<file path="config.mk">
export PLATFORM = sky130hd
export DESIGN_NAME = pak_command_block_framer_core
export DESIGN_NICKNAME = d
export VERILOG_FILES = /design/src/pcbf_pkg.sv /design/src/pcbf_front.sv /design/src/pcbf_queue.sv /design/src/pcbf_back.sv /design/src/pak_command_block_framer_core.sv
export SDC_FILE = /design/constraint.sdc
export NUM_CORES = 1
export LEC_CHECK = 0
export BUFFER_PORTS_ARGS = -buffer_cell sky130_fd_sc_hd__buf_4
export CORE_MARGIN = 1
export CORE_UTILIZATION = 54
export DETAILED_ROUTE_END_ITERATION = 6
export PLACE_DENSITY = 0.75
export SLEW_MARGIN = 30
export SYNTH_ARGS = -nofsm -noshare
export SYNTH_HDL_FRONTEND = slang
export SYNTH_HIERARCHICAL = 1
export SYNTH_SLANG_ARGS = --single-unit
</file>
<file path="constraint.sdc">
create_clock -name clk -period 15.5 [get_ports clk]
set_input_delay 1.55 -clock clk [delete_from_list [all_inputs] [get_ports clk]]
set_output_delay 1.55 -clock clk [all_outputs]
set_load 0.005 [all_outputs]
</file>
<file path="src/pcbf_pkg.sv">
package pcbf_pkg;

    // Block geometry.
    localparam int BLOCK_BYTES = 64;
    localparam int IDX_W       = 6;
    localparam logic [IDX_W-1:0] LAST_INDEX = 6'd63;

    // Field widths.
    localparam int ADDR_W   = 16;
    localparam int DATA_W   = 256;
    localparam int ROFF_W   = 5;
    localparam int IN_DATA_W  = 280;
    localparam int OUT_DATA_W = 24;

    // Request kinds.
    localparam logic REQ_READ  = 1'b0;
    localparam logic REQ_WRITE = 1'b1;

    // Frame bytes.
    localparam logic [7:0] BYTE_PROBE_0 = 8'h01;
    localparam logic [7:0] BYTE_PROBE_1 = 8'h03;
    localparam logic [7:0] BYTE_PROBE_2 = 8'h00;
    localparam logic [7:0] BYTE_FILL    = 8'hFF;
    localparam logic [7:0] BYTE_RD_0    = 8'h03;
    localparam logic [7:0] BYTE_RD_1    = 8'h21;
    localparam logic [7:0] BYTE_RD_2    = 8'h02;
    localparam logic [7:0] BYTE_WR_0    = 8'h23;
    localparam logic [7:0] BYTE_WR_1    = 8'h01;
    localparam logic [7:0] BYTE_WR_2    = 8'h03;
    localparam logic [7:0] BYTE_END     = 8'hFE;
    localparam logic [7:0] BYTE_ZERO    = 8'h00;
    localparam logic [7:0] BYTE_TAIL    = 8'h01;

    // Address word keeps bits 15..5; the CRC takes the low five bits.
    localparam logic [ADDR_W-1:0] ADDR_KEEP_MASK = 16'hFFE0;

    // Remainder of x^k modulo x^5 + x^4 + x^2 + 1, for k = 5..15.
    localparam logic [4:0] CRC_TERM [0:10] = '{
        5'h15, 5'h1F, 5'h0B, 5'h16, 5'h19, 5'h07,
        5'h0E, 5'h1C, 5'h0D, 5'h1A, 5'h01
    };

    // One queued request, already classified.
    typedef struct packed {
        logic              is_write;
        logic [1:0]        port;
        logic [ADDR_W-1:0] addr_word;
        logic [ROFF_W-1:0] reply_offset;
        logic [DATA_W-1:0] data;
    } pcbf_desc_t;

    // Handshake between two parts: valid and ready.
    typedef struct packed {
        logic valid;
        logic ready;
    } pcbf_hs_t;

    // The CRC is linear, so each message bit adds its own remainder term.
    function automatic logic [4:0] addr_crc5(input logic [ADDR_W-1:0] a);
        logic [4:0] c;
        c = 5'd0;
        for (int b = 0; b < 11; b++)
        begin
            if (a[b + 5])
            begin
                c = c ^ CRC_TERM[b];
            end
        end
        return c;
    endfunction

endpackage

</file>
<file path="src/pcbf_front.sv">
module pcbf_front (
    input  logic                             in_valid,
    input  logic                             in_type,
    input  logic [pcbf_pkg::IN_DATA_W-1:0]   in_data,
    output pcbf_pkg::pcbf_desc_t             desc
);
    import pcbf_pkg::*;

    logic [1:0]        port;
    logic [ADDR_W-1:0] addr;
    logic [6:0]        roff_full;

    // Unpack the transfer and build the queued descriptor.
    always_comb
    begin
        port      = in_data[1:0];
        addr      = in_data[17:2];
        roff_full = 7'({port, 2'b00}) + 7'({port, 1'b0}) + 7'd5;

        desc.is_write     = in_valid & (in_type == REQ_WRITE);
        desc.port         = port;
        desc.addr_word    = (addr & ADDR_KEEP_MASK) | {11'd0, addr_crc5(addr)};
        desc.reply_offset = roff_full[ROFF_W-1:0];
        desc.data         = in_data[DATA_W+17:18];
    end

endmodule

</file>
<file path="src/pcbf_queue.sv">
module pcbf_queue #(
    parameter int DEPTH = 2
) (
    input  logic                 clk,
    input  logic                 rst_n,
    input  pcbf_pkg::pcbf_hs_t   push_hs_in,
    input  pcbf_pkg::pcbf_desc_t push_desc,
    output logic                 push_ready,
    output logic                 pop_valid,
    output pcbf_pkg::pcbf_desc_t pop_desc,
    input  logic                 pop
);
    import pcbf_pkg::*;

    localparam int PTR_W = (DEPTH > 1) ? $clog2(DEPTH) : 1;
    localparam int CNT_W = $clog2(DEPTH + 1);
    localparam logic [PTR_W-1:0] PTR_LAST = PTR_W'(DEPTH - 1);
    localparam logic [CNT_W-1:0] CNT_FULL = CNT_W'(DEPTH);

    pcbf_desc_t       mem [0:DEPTH-1];
    logic [PTR_W-1:0] wr_ptr_reg, wr_ptr_next;
    logic [PTR_W-1:0] rd_ptr_reg, rd_ptr_next;
    logic [CNT_W-1:0] count_reg, count_next;
    logic             do_push, do_pop;

    assign push_ready = (count_reg != CNT_FULL);
    assign pop_valid  = (count_reg != '0);
    assign pop_desc   = mem[rd_ptr_reg];
    assign do_push    = push_hs_in.valid & push_ready;
    assign do_pop     = pop & pop_valid;

    // Pointer and fill-count update.
    always_comb
    begin
        wr_ptr_next = wr_ptr_reg;
        rd_ptr_next = rd_ptr_reg;
        count_next  = count_reg;
        if (do_push)
        begin
            wr_ptr_next = (wr_ptr_reg == PTR_LAST) ? '0 : wr_ptr_reg + 1'b1;
        end
        if (do_pop)
        begin
            rd_ptr_next = (rd_ptr_reg == PTR_LAST) ? '0 : rd_ptr_reg + 1'b1;
        end
        if (do_push && !do_pop)
        begin
            count_next = count_reg + 1'b1;
        end
        else if (do_pop && !do_push)
        begin
            count_next = count_reg - 1'b1;
        end
    end

    always_ff @(posedge clk or negedge rst_n)
    begin
        if (!rst_n)
        begin
            wr_ptr_reg <= '0;
            rd_ptr_reg <= '0;
            count_reg  <= '0;
        end
        else
        begin
            wr_ptr_reg <= wr_ptr_next;
            rd_ptr_reg <= rd_ptr_next;
            count_reg  <= count_next;
        end
    end

    // Entry storage needs no reset.
    always_ff @(posedge clk)
    begin
        if (do_push)
        begin
            mem[wr_ptr_reg] <= push_desc;
        end
    end

endmodule

</file>
<file path="src/pcbf_back.sv">
module pcbf_back (
    input  logic                              clk,
    input  logic                              rst_n,
    input  logic                              head_valid,
    input  pcbf_pkg::pcbf_desc_t              head,
    output logic                              pop,
    output logic                              out_valid,
    input  logic                              out_ready,
    output logic [pcbf_pkg::OUT_DATA_W-1:0]   out_data,
    output logic                              out_last
);
    import pcbf_pkg::*;

    logic [IDX_W-1:0]  cnt_reg, cnt_next;
    logic              out_valid_reg, out_valid_next;
    logic [7:0]        byte_reg;
    logic [IDX_W-1:0]  idx_reg;
    logic [ROFF_W-1:0] roff_reg;
    logic              last_reg;
    logic              load;
    logic [7:0]        gen_byte;
    logic [IDX_W-1:0]  base;
    logic [IDX_W-1:0]  rel;
    logic [IDX_W-1:0]  phase;
    logic [4:0]        wr_k;

    // A new byte enters the output register whenever a request is queued and the register is empty or drained.
    assign load = head_valid & (~out_valid_reg | out_ready);
    assign pop  = load & (cnt_reg == LAST_INDEX);

    // Select the byte at the current block position.
    always_comb
    begin
        base  = IDX_W'({head.port, 2'b00}) + IDX_W'({head.port, 1'b0});
        rel   = cnt_reg - base;
        wr_k  = 5'(rel - IDX_W'(5));
        if (cnt_reg < IDX_W'(6))
        begin
            phase = cnt_reg;
        end
        else if (cnt_reg < IDX_W'(12))
        begin
            phase = cnt_reg - IDX_W'(6);
        end
        else
        begin
            phase = cnt_reg - IDX_W'(12);
        end

        gen_byte = BYTE_ZERO;
        if (cnt_reg == LAST_INDEX)
        begin
            gen_byte = BYTE_TAIL;
        end
        else if (cnt_reg < base)
        begin
            case (phase)
                6'd0:    gen_byte = BYTE_PROBE_0;
                6'd1:    gen_byte = BYTE_PROBE_1;
                6'd2:    gen_byte = BYTE_PROBE_2;
                default: gen_byte = BYTE_FILL;
            endcase
        end
        else
        begin
            case (rel)
                6'd0:    gen_byte = head.is_write ? BYTE_WR_0 : BYTE_RD_0;
                6'd1:    gen_byte = head.is_write ? BYTE_WR_1 : BYTE_RD_1;
                6'd2:    gen_byte = head.is_write ? BYTE_WR_2 : BYTE_RD_2;
                6'd3:    gen_byte = head.addr_word[15:8];
                6'd4:    gen_byte = head.addr_word[7:0];
                6'd37:   gen_byte = BYTE_FILL;
                6'd38:   gen_byte = BYTE_END;
                default:
                begin
                    if (rel > IDX_W'(38))
                    begin
                        gen_byte = BYTE_ZERO;
                    end
                    else if (head.is_write)
                    begin
                        gen_byte = head.data[{wr_k, 3'b000} +: 8];
                    end
                    else
                    begin
                        gen_byte = BYTE_FILL;
                    end
                end
            endcase
        end
    end

    // Position counter and output valid.
    always_comb
    begin
        cnt_next       = cnt_reg;
        out_valid_next = out_valid_reg;
        if (load)
        begin
            cnt_next       = cnt_reg + 1'b1;
            out_valid_next = 1'b1;
        end
        else if (out_ready)
        begin
            out_valid_next = 1'b0;
        end
    end

    always_ff @(posedge clk or negedge rst_n)
    begin
        if (!rst_n)
        begin
            cnt_reg       <= '0;
            out_valid_reg <= 1'b0;
        end
        else
        begin
            cnt_reg       <= cnt_next;
            out_valid_reg <= out_valid_next;
        end
    end

    // Output payload register.
    always_ff @(posedge clk)
    begin
        if (load)
        begin
            byte_reg <= gen_byte;
            idx_reg  <= cnt_reg;
            roff_reg <= head.reply_offset;
            last_reg <= (cnt_reg == LAST_INDEX);
        end
    end

    assign out_valid = out_valid_reg;
    assign out_data  = {5'd0, roff_reg, idx_reg, byte_reg};
    assign out_last  = last_reg;

endmodule

</file>
<file path="src/pak_command_block_framer_core.sv">
// Channel   Dir  Content
// s_axis    in   tdata: port, address, write_data_0..3; tuser: req_type
// m_axis    out  tdata: block_byte, byte_index, reply_offset; tlast: last
//
// Each request produces 64 output transfers, one per cycle while m_axis
// does not stall; the byte counter in the emitter steps through them.
// Requests wait in a QUEUE_DEPTH-entry queue and are accepted while the
// queue has room, also while a result byte waits to be taken.
// rst_n is asynchronous and active low; it empties the queue and the output.
// A stall on m_axis holds the output register and backs up into the queue.
module pak_command_block_framer_core #(
    parameter int QUEUE_DEPTH = 2
) (
    input  logic                             clk,
    input  logic                             rst_n,
    input  logic                             s_axis_tvalid,
    output logic                             s_axis_tready,
    // port[1:0], address[17:2], write_data_0..3[273:18], zero pad[279:274]
    input  logic [pcbf_pkg::IN_DATA_W-1:0]   s_axis_tdata,
    // req_type[0]
    input  logic                             s_axis_tuser,
    output logic                             m_axis_tvalid,
    input  logic                             m_axis_tready,
    // block_byte[7:0], byte_index[13:8], reply_offset[18:14], zero pad[23:19]
    output logic [pcbf_pkg::OUT_DATA_W-1:0]  m_axis_tdata,
    output logic                             m_axis_tlast
);
    import pcbf_pkg::*;

    pcbf_desc_t in_desc;
    pcbf_desc_t head_desc;
    pcbf_hs_t   push_hs;
    logic       head_valid;
    logic       pop;
    logic       push_ready;

    assign push_hs.valid = s_axis_tvalid;
    assign push_hs.ready = push_ready;
    assign s_axis_tready = push_hs.ready;

    // Classify the request.
    pcbf_front u_front (
        .in_valid (s_axis_tvalid),
        .in_type  (s_axis_tuser),
        .in_data  (s_axis_tdata),
        .desc     (in_desc)
    );

    // Decouple intake from emission.
    pcbf_queue #(
        .DEPTH (QUEUE_DEPTH)
    ) u_queue (
        .clk        (clk),
        .rst_n      (rst_n),
        .push_hs_in (push_hs),
        .push_desc  (in_desc),
        .push_ready (push_ready),
        .pop_valid  (head_valid),
        .pop_desc   (head_desc),
        .pop        (pop)
    );

    // Emit the block byte by byte.
    pcbf_back u_back (
        .clk        (clk),
        .rst_n      (rst_n),
        .head_valid (head_valid),
        .head       (head_desc),
        .pop        (pop),
        .out_valid  (m_axis_tvalid),
        .out_ready  (m_axis_tready),
        .out_data   (m_axis_tdata),
        .out_last   (m_axis_tlast)
    );

endmodule
</file>
Yosys cells after proc, flatten, opt, wreduce, memory -nomap -nowiden

Memory sizes are Yosys's and may differ from the RTL's.
Cells that the tools add are included.

Add/subtract/negate cells: 12
Magnitude comparators: 4
Equal/unequal tests: 10
Shifts and indexed selects: 1
Mux-type cells: 29
Bitwise gates (word level): 18
Reductions and logical operators: 9

Operators by type and width:

| kind                                                                  | number |
|---|---|
| 256-bit by 9-bit indexed part select with 8-bit output                | 1 |
| 8-bit one-hot mux with 7 select lines                                 | 1 |
| 5-bit 2-to-1 mux                                                      | 6 |
| 6-bit 2-to-1 mux                                                      | 4 |
| 8-bit 2-to-1 mux                                                      | 3 |
| 3-bit inverter                                                        | 8 |
| 8-bit one-hot mux with 3 select lines                                 | 1 |
| 6-bit by 2-bit equality test with 1-bit output, second input constant | 3 |
| 6-bit equality test, second input constant                            | 3 |
| 16-bit by 5-bit OR with 16-bit output                                 | 1 |
| 6-bit by 1-bit equality test with 1-bit output, second input constant | 2 |
| 6-bit zero test                                                       | 2 |
| 4-bit 2-to-1 mux                                                      | 3 |
| 4-bit by 3-bit adder with 5-bit output                                | 2 |
| 1-bit 2-to-1 mux                                                      | 8 |
| 6-bit by 1-bit adder with 6-bit output, second input constant         | 1 |
| 6-bit by 3-bit equality test with 1-bit output, second input constant | 1 |
| 6-bit greater-than comparator, second input constant                  | 1 |
| 6-bit by 3-bit < comparator with 1-bit output, second input constant  | 1 |
| 6-bit by 4-bit < comparator with 1-bit output, second input constant  | 1 |
| 6-bit < comparator                                                    | 1 |
| 2-bit nonzero test                                                    | 3 |
| 6-bit by 3-bit subtractor with 6-bit output, second input constant    | 1 |
| 6-bit by 4-bit subtractor with 6-bit output, second input constant    | 1 |
| 15 further kinds                                                      | 24 |

Bits in registers: 31
RAM bits: 560
Bits of input ports: 285
Output and inout bits: 27
Logic and storage cells: 93
Memories kept: 1

Memory list:

| memory      | depth | bits a word | read ports | clocked after memory_dff | write ports | RTL line         | text |
|---|---|---|---|---|---|---|---|
| u_queue.mem | 2     | 280         | 1          | 0                        | 1           | pcbf_queue.sv:20 | `pcbf_desc_t mem [0:DEPTH-1];` |

Depth between registers and ports, before layout

Depth after elaboration: 22
Depth in mapped cells: 15

Modules after synthesis

Netlist, hierarchy kept.

Modules (own cells, without submodules):

| module     | times used | cells an instance | area each (um^2) |
|---|---|---|---|
| pcbf_queue | 1          | 889               | 20746.1 |
| pcbf_back  | 1          | 340               | 4141.5 |
| pcbf_front | 1          | 294               | 2333.5 |

Worst setup path before layout

OpenSTA, ideal clock, no wires.

Kind: input-to-reg
From: input port s_axis_tvalid
To: memory u_queue/mem[0][0] (netlist name), enable pin
Setup time: 0.926 ns
Arrival: 13.234 ns
Data required time: 14.574 ns
Path slack: 1.340 ns
Stages on the path: 2
Cells stage by stage: nand2_1 -> nor2_1

Word-level cells in the longest chain between the ends: 3

RTL lines:

| element                                | RTL line                            | text |
|---|---|---|
| from (decl)                            | pak_command_block_framer_core.sv:16 | `input logic s_axis_tvalid,` |
| 1-bit AND                              | pcbf_queue.sv:29                    | `assign do_push = push_hs_in.valid & push_ready;` |
| 1-bit 2-to-1 mux                       | pcbf_queue.sv:75                    | `if (do_push)` |
| 1-bit 2-to-1 mux (implied by the code) | pcbf_queue.sv:77                    | `mem[wr_ptr_reg] <= push_desc;` |
| to (decl)                              | pcbf_queue.sv:20                    |  |

Every way passes these cells.

==> flow_summary.yaml <==
outcome:
  status: "finished clean"
synth:
  synthCells: 1523
  synth_warnings: 6
  ys_seq_elements: 591
  synth-edff-count: 580
  synth.avg_cell_area_um2: 17.87
  synth_area_leaders: "edfxtp_1 64%, buf_4 8.1%, mux2_2 7.9%, mux4_2 5.8%, mux2_4 5.0%"
  ys.flop_type: "edfxtp_1"
  yosys.area.top_type: "edfxtp_1"
  async_flop_share: 0.01861
  synth.top_cells.by_count: "580 x edfxtp_1, 292 x buf_4, 190 x mux2_2"
  post-synth-top-count-cell: "edfxtp_1"
  synth_top_area_share: 0.6398
  yosysSeqAreaShare: 0.6499
  netlist-cell-type-count: 69
  syn_area_mm2: 0.02722
sta:
  period_share: 0.3736
  hold_viol_final: 0
  timing.setup.tns_ps: 0
  setup_viol: 0
  min_period_ps: 5790
  fin_skew_ps: 16.14
  whs_ps: 502.7
  grt_setup_unrepaired: "false"
  max_freq_mhz: 172.7
  report.final.slew_viol_count: 0
  tightest_slew_ps: 939.5
  slew_headroom: 0.3737
clock_tree:
  clock_path_buffers: 3
  cts_tree: "yes"
  cts-root-buf: "clkbuf_16"
  clk_pin_slew_ps: 60
  h-tree-depth: 2
  cts.sinks: 591
  cts_setup_buffers: 0
  hold_buffers: 0
  numCtsBuffers: 58
  cts_resized: 0
  clk_latency_ps: 610
placed_design:
  io_buffers: 295
  place_inst: 2168
  placed_area_mm2: 0.02801
  place.gp.congestion: 0.8520
  dp_hpwl_mm: 34.74
hold_path:
  min_from: "u_queue/count_reg[1]"
  min_path_cells: 1
  min_to: "u_queue/count_reg[1]"
  hold_class: "reg -> reg"
detailed_routing:
  routed_wirelength_mm: 51.90
  dr.pass1.iters: 5
  ant_nets: 0
  drc_errors: 0
  routed_via_density: 5.467
  vias: 12480
  wl_per_cell_um: 22.74
  drtIter0Drc: 942
power:
  totalPowerFinal_uw: 6709
  pwr-share-seq: 0.356
  p_per_area_mw_per_mm2: 224.6
  leakage_uw: 0.01055
  peakVddDrop_uv: 145.5
  p_sw_frac: 0.3525
  p_int_uw: 4344
  power.switching_uw: 2365
  p_comb_frac: 0.445
  p_clk_frac: 0.199
critical_path:
  crit_buf_inv: 2
  cp_data_required_time_ps: 15830
  r2r_cells: 11
  crit_chain: "buf_4, mux2_2, ha_1, ha_4, buf_4, mux4_2, mux2i_1, nand3_1, a211oi_1, nor4b_1, or4_1"
  endpoint_kind: "flip-flop"
  cp_common_cell: "buf_4"
  path_class: "reg -> reg"
  crit_slowest_cell: "dfrtp_4"
  cp-start-kind: "flip-flop"
  critPathMaxFanout: 69
  rr_startpoint: "u_queue/rd_ptr_reg"
  reg2reg_to: "u_back/byte_reg[0]"
  slowest_delay_ps: 850
  worstPathArrival_ps: 6120
  critical_path.startpoint: "u_queue/rd_ptr_reg"
  critical_path.top_delay_family: "buffers and inverters"
  rrSetupSlack_ps: 9710
floorplan:
  fp.dieArea_mm2: 0.05131
  coreArea_mm2: 0.04936
  die_x_um: 226.5
  rows: 81
  io_pins: 312
  die_h_um: 226.5
  start_util: 0.5515
global_route:
  grt_antenna_before_repair: 9
  grtUsageTotal: 0.2040
  first_global_vias: 13000
  grt_overflow: 0
  grt_max_degree: 114
  grt_pass1_wl_mm: 76.91
layout:
  design_area_mm2: 0.02987
  fillers: 3564
  fin_nets: 1869
  layout.cells.non_filler: 2282
  area_growth_pct: 9.749
  seqCellArea_mm2: 0.01770
  drive_above_1_share: 0.4842
  largest_reg_flops: 560
  multi_input_area_mm2: 0.007077
job:
  drv_cap: 0
-- stage by stage --
| step | utilization | setup WS [ps] |
|---|---|---|
| 3_3_place_gp | 0.5673 | 9570 |
| 5_1_grt | 0.6053 | 9468 |
| 6_report | 0.6053 | 9710 |
| 3_5_place_dp | 0.5674 | 9521 |
| 2_1_floorplan | - | 1340 |
| 4_1_cts | 0.6043 | 9503 |
-- logic make-up after synthesis --
group,count (synthesis),synth area share
DFF,591,0.6499
muxes,359,0.1895
buffers and inverters,349,0.09211
AOI/OAI and AO/OA,90,0.02648
and+or+nand+nor,83,0.01701
xor gates and xnor gates,30,0.01572
adders and majority gates,19,0.009009
other,2,0.0002759
-- layer usage --
metal | global-route usage | vias to the layer above | routed length [um]
met5 | 0 | - | 76
met4 | 0.06364 | 12 | 1328
met3 | 0.06427 | 96 | 4081
met2 | 0.3280 | 360 | 25280
met1 | 0.2647 | 6315 | 21130
li1 | - | 5693 | -
-- final cells by class --
type	count	share of cell area
clock buffer	71	0.05126
tap	664	0.02781
antenna	3	0.0002513
clock inverter	39	0.009591
timing repair buffer	311	0.07974
inverter	16	0.002010
multi-input combinational	587	0.2369
sequential	591	0.5925
-- power by group through the flow --
stage          Clock [uW]  Sequential (uW)  Combinational (uW)
2_1_floorplan           0             2480                2210
3_3_place_gp            0             2410                2950
3_5_place_dp            0             2430                2990
4_1_cts              1370             2400                3000
5_1_grt              1430             2430                3180
6_report             1340             2390                2980
-- cell usage in the layout, fill, tap and decap left out, types with 4 or more instances in the layout --
master and count:
nand3_1 10, nand2_1 17, clkinv_2 19, conb_1 6, mux2i_1 9, ha_1 17, clkbuf_1 11, mux4_2 70
xnor3_1 9, nand2b_1 5, a31o_2 6, o21ai_0 13, clkinv_1 11, a22oi_1 11, buf_6 6, mux2_2 190
nor2_1 13, o221ai_1 4, a21oi_1 8, and2_1 6, and3_1 5, clkbuf_16 59, o211ai_1 8, edfxtp_1 580
inv_1 16, a211oi_1 5, mux2_4 90, or2_2 4, nor3_1 4, xnor2_1 15, dfrtp_1 9, buf_4 303
-- worst max-delay path by stage --
stage	cells after the start	to	slack (ps)
finish	11	u_back/byte_reg[0]	9710
global route	11	u_back/byte_reg[0]	9470
CTS	11	u_back/byte_reg[4]	9500
detailed placement	11	u_back/byte_reg[4]	9520
global placement	11	u_back/byte_reg[4]	9570
floorplan	2	u_queue/mem[0][0]	1340
(Power assumes the default switching activity.)
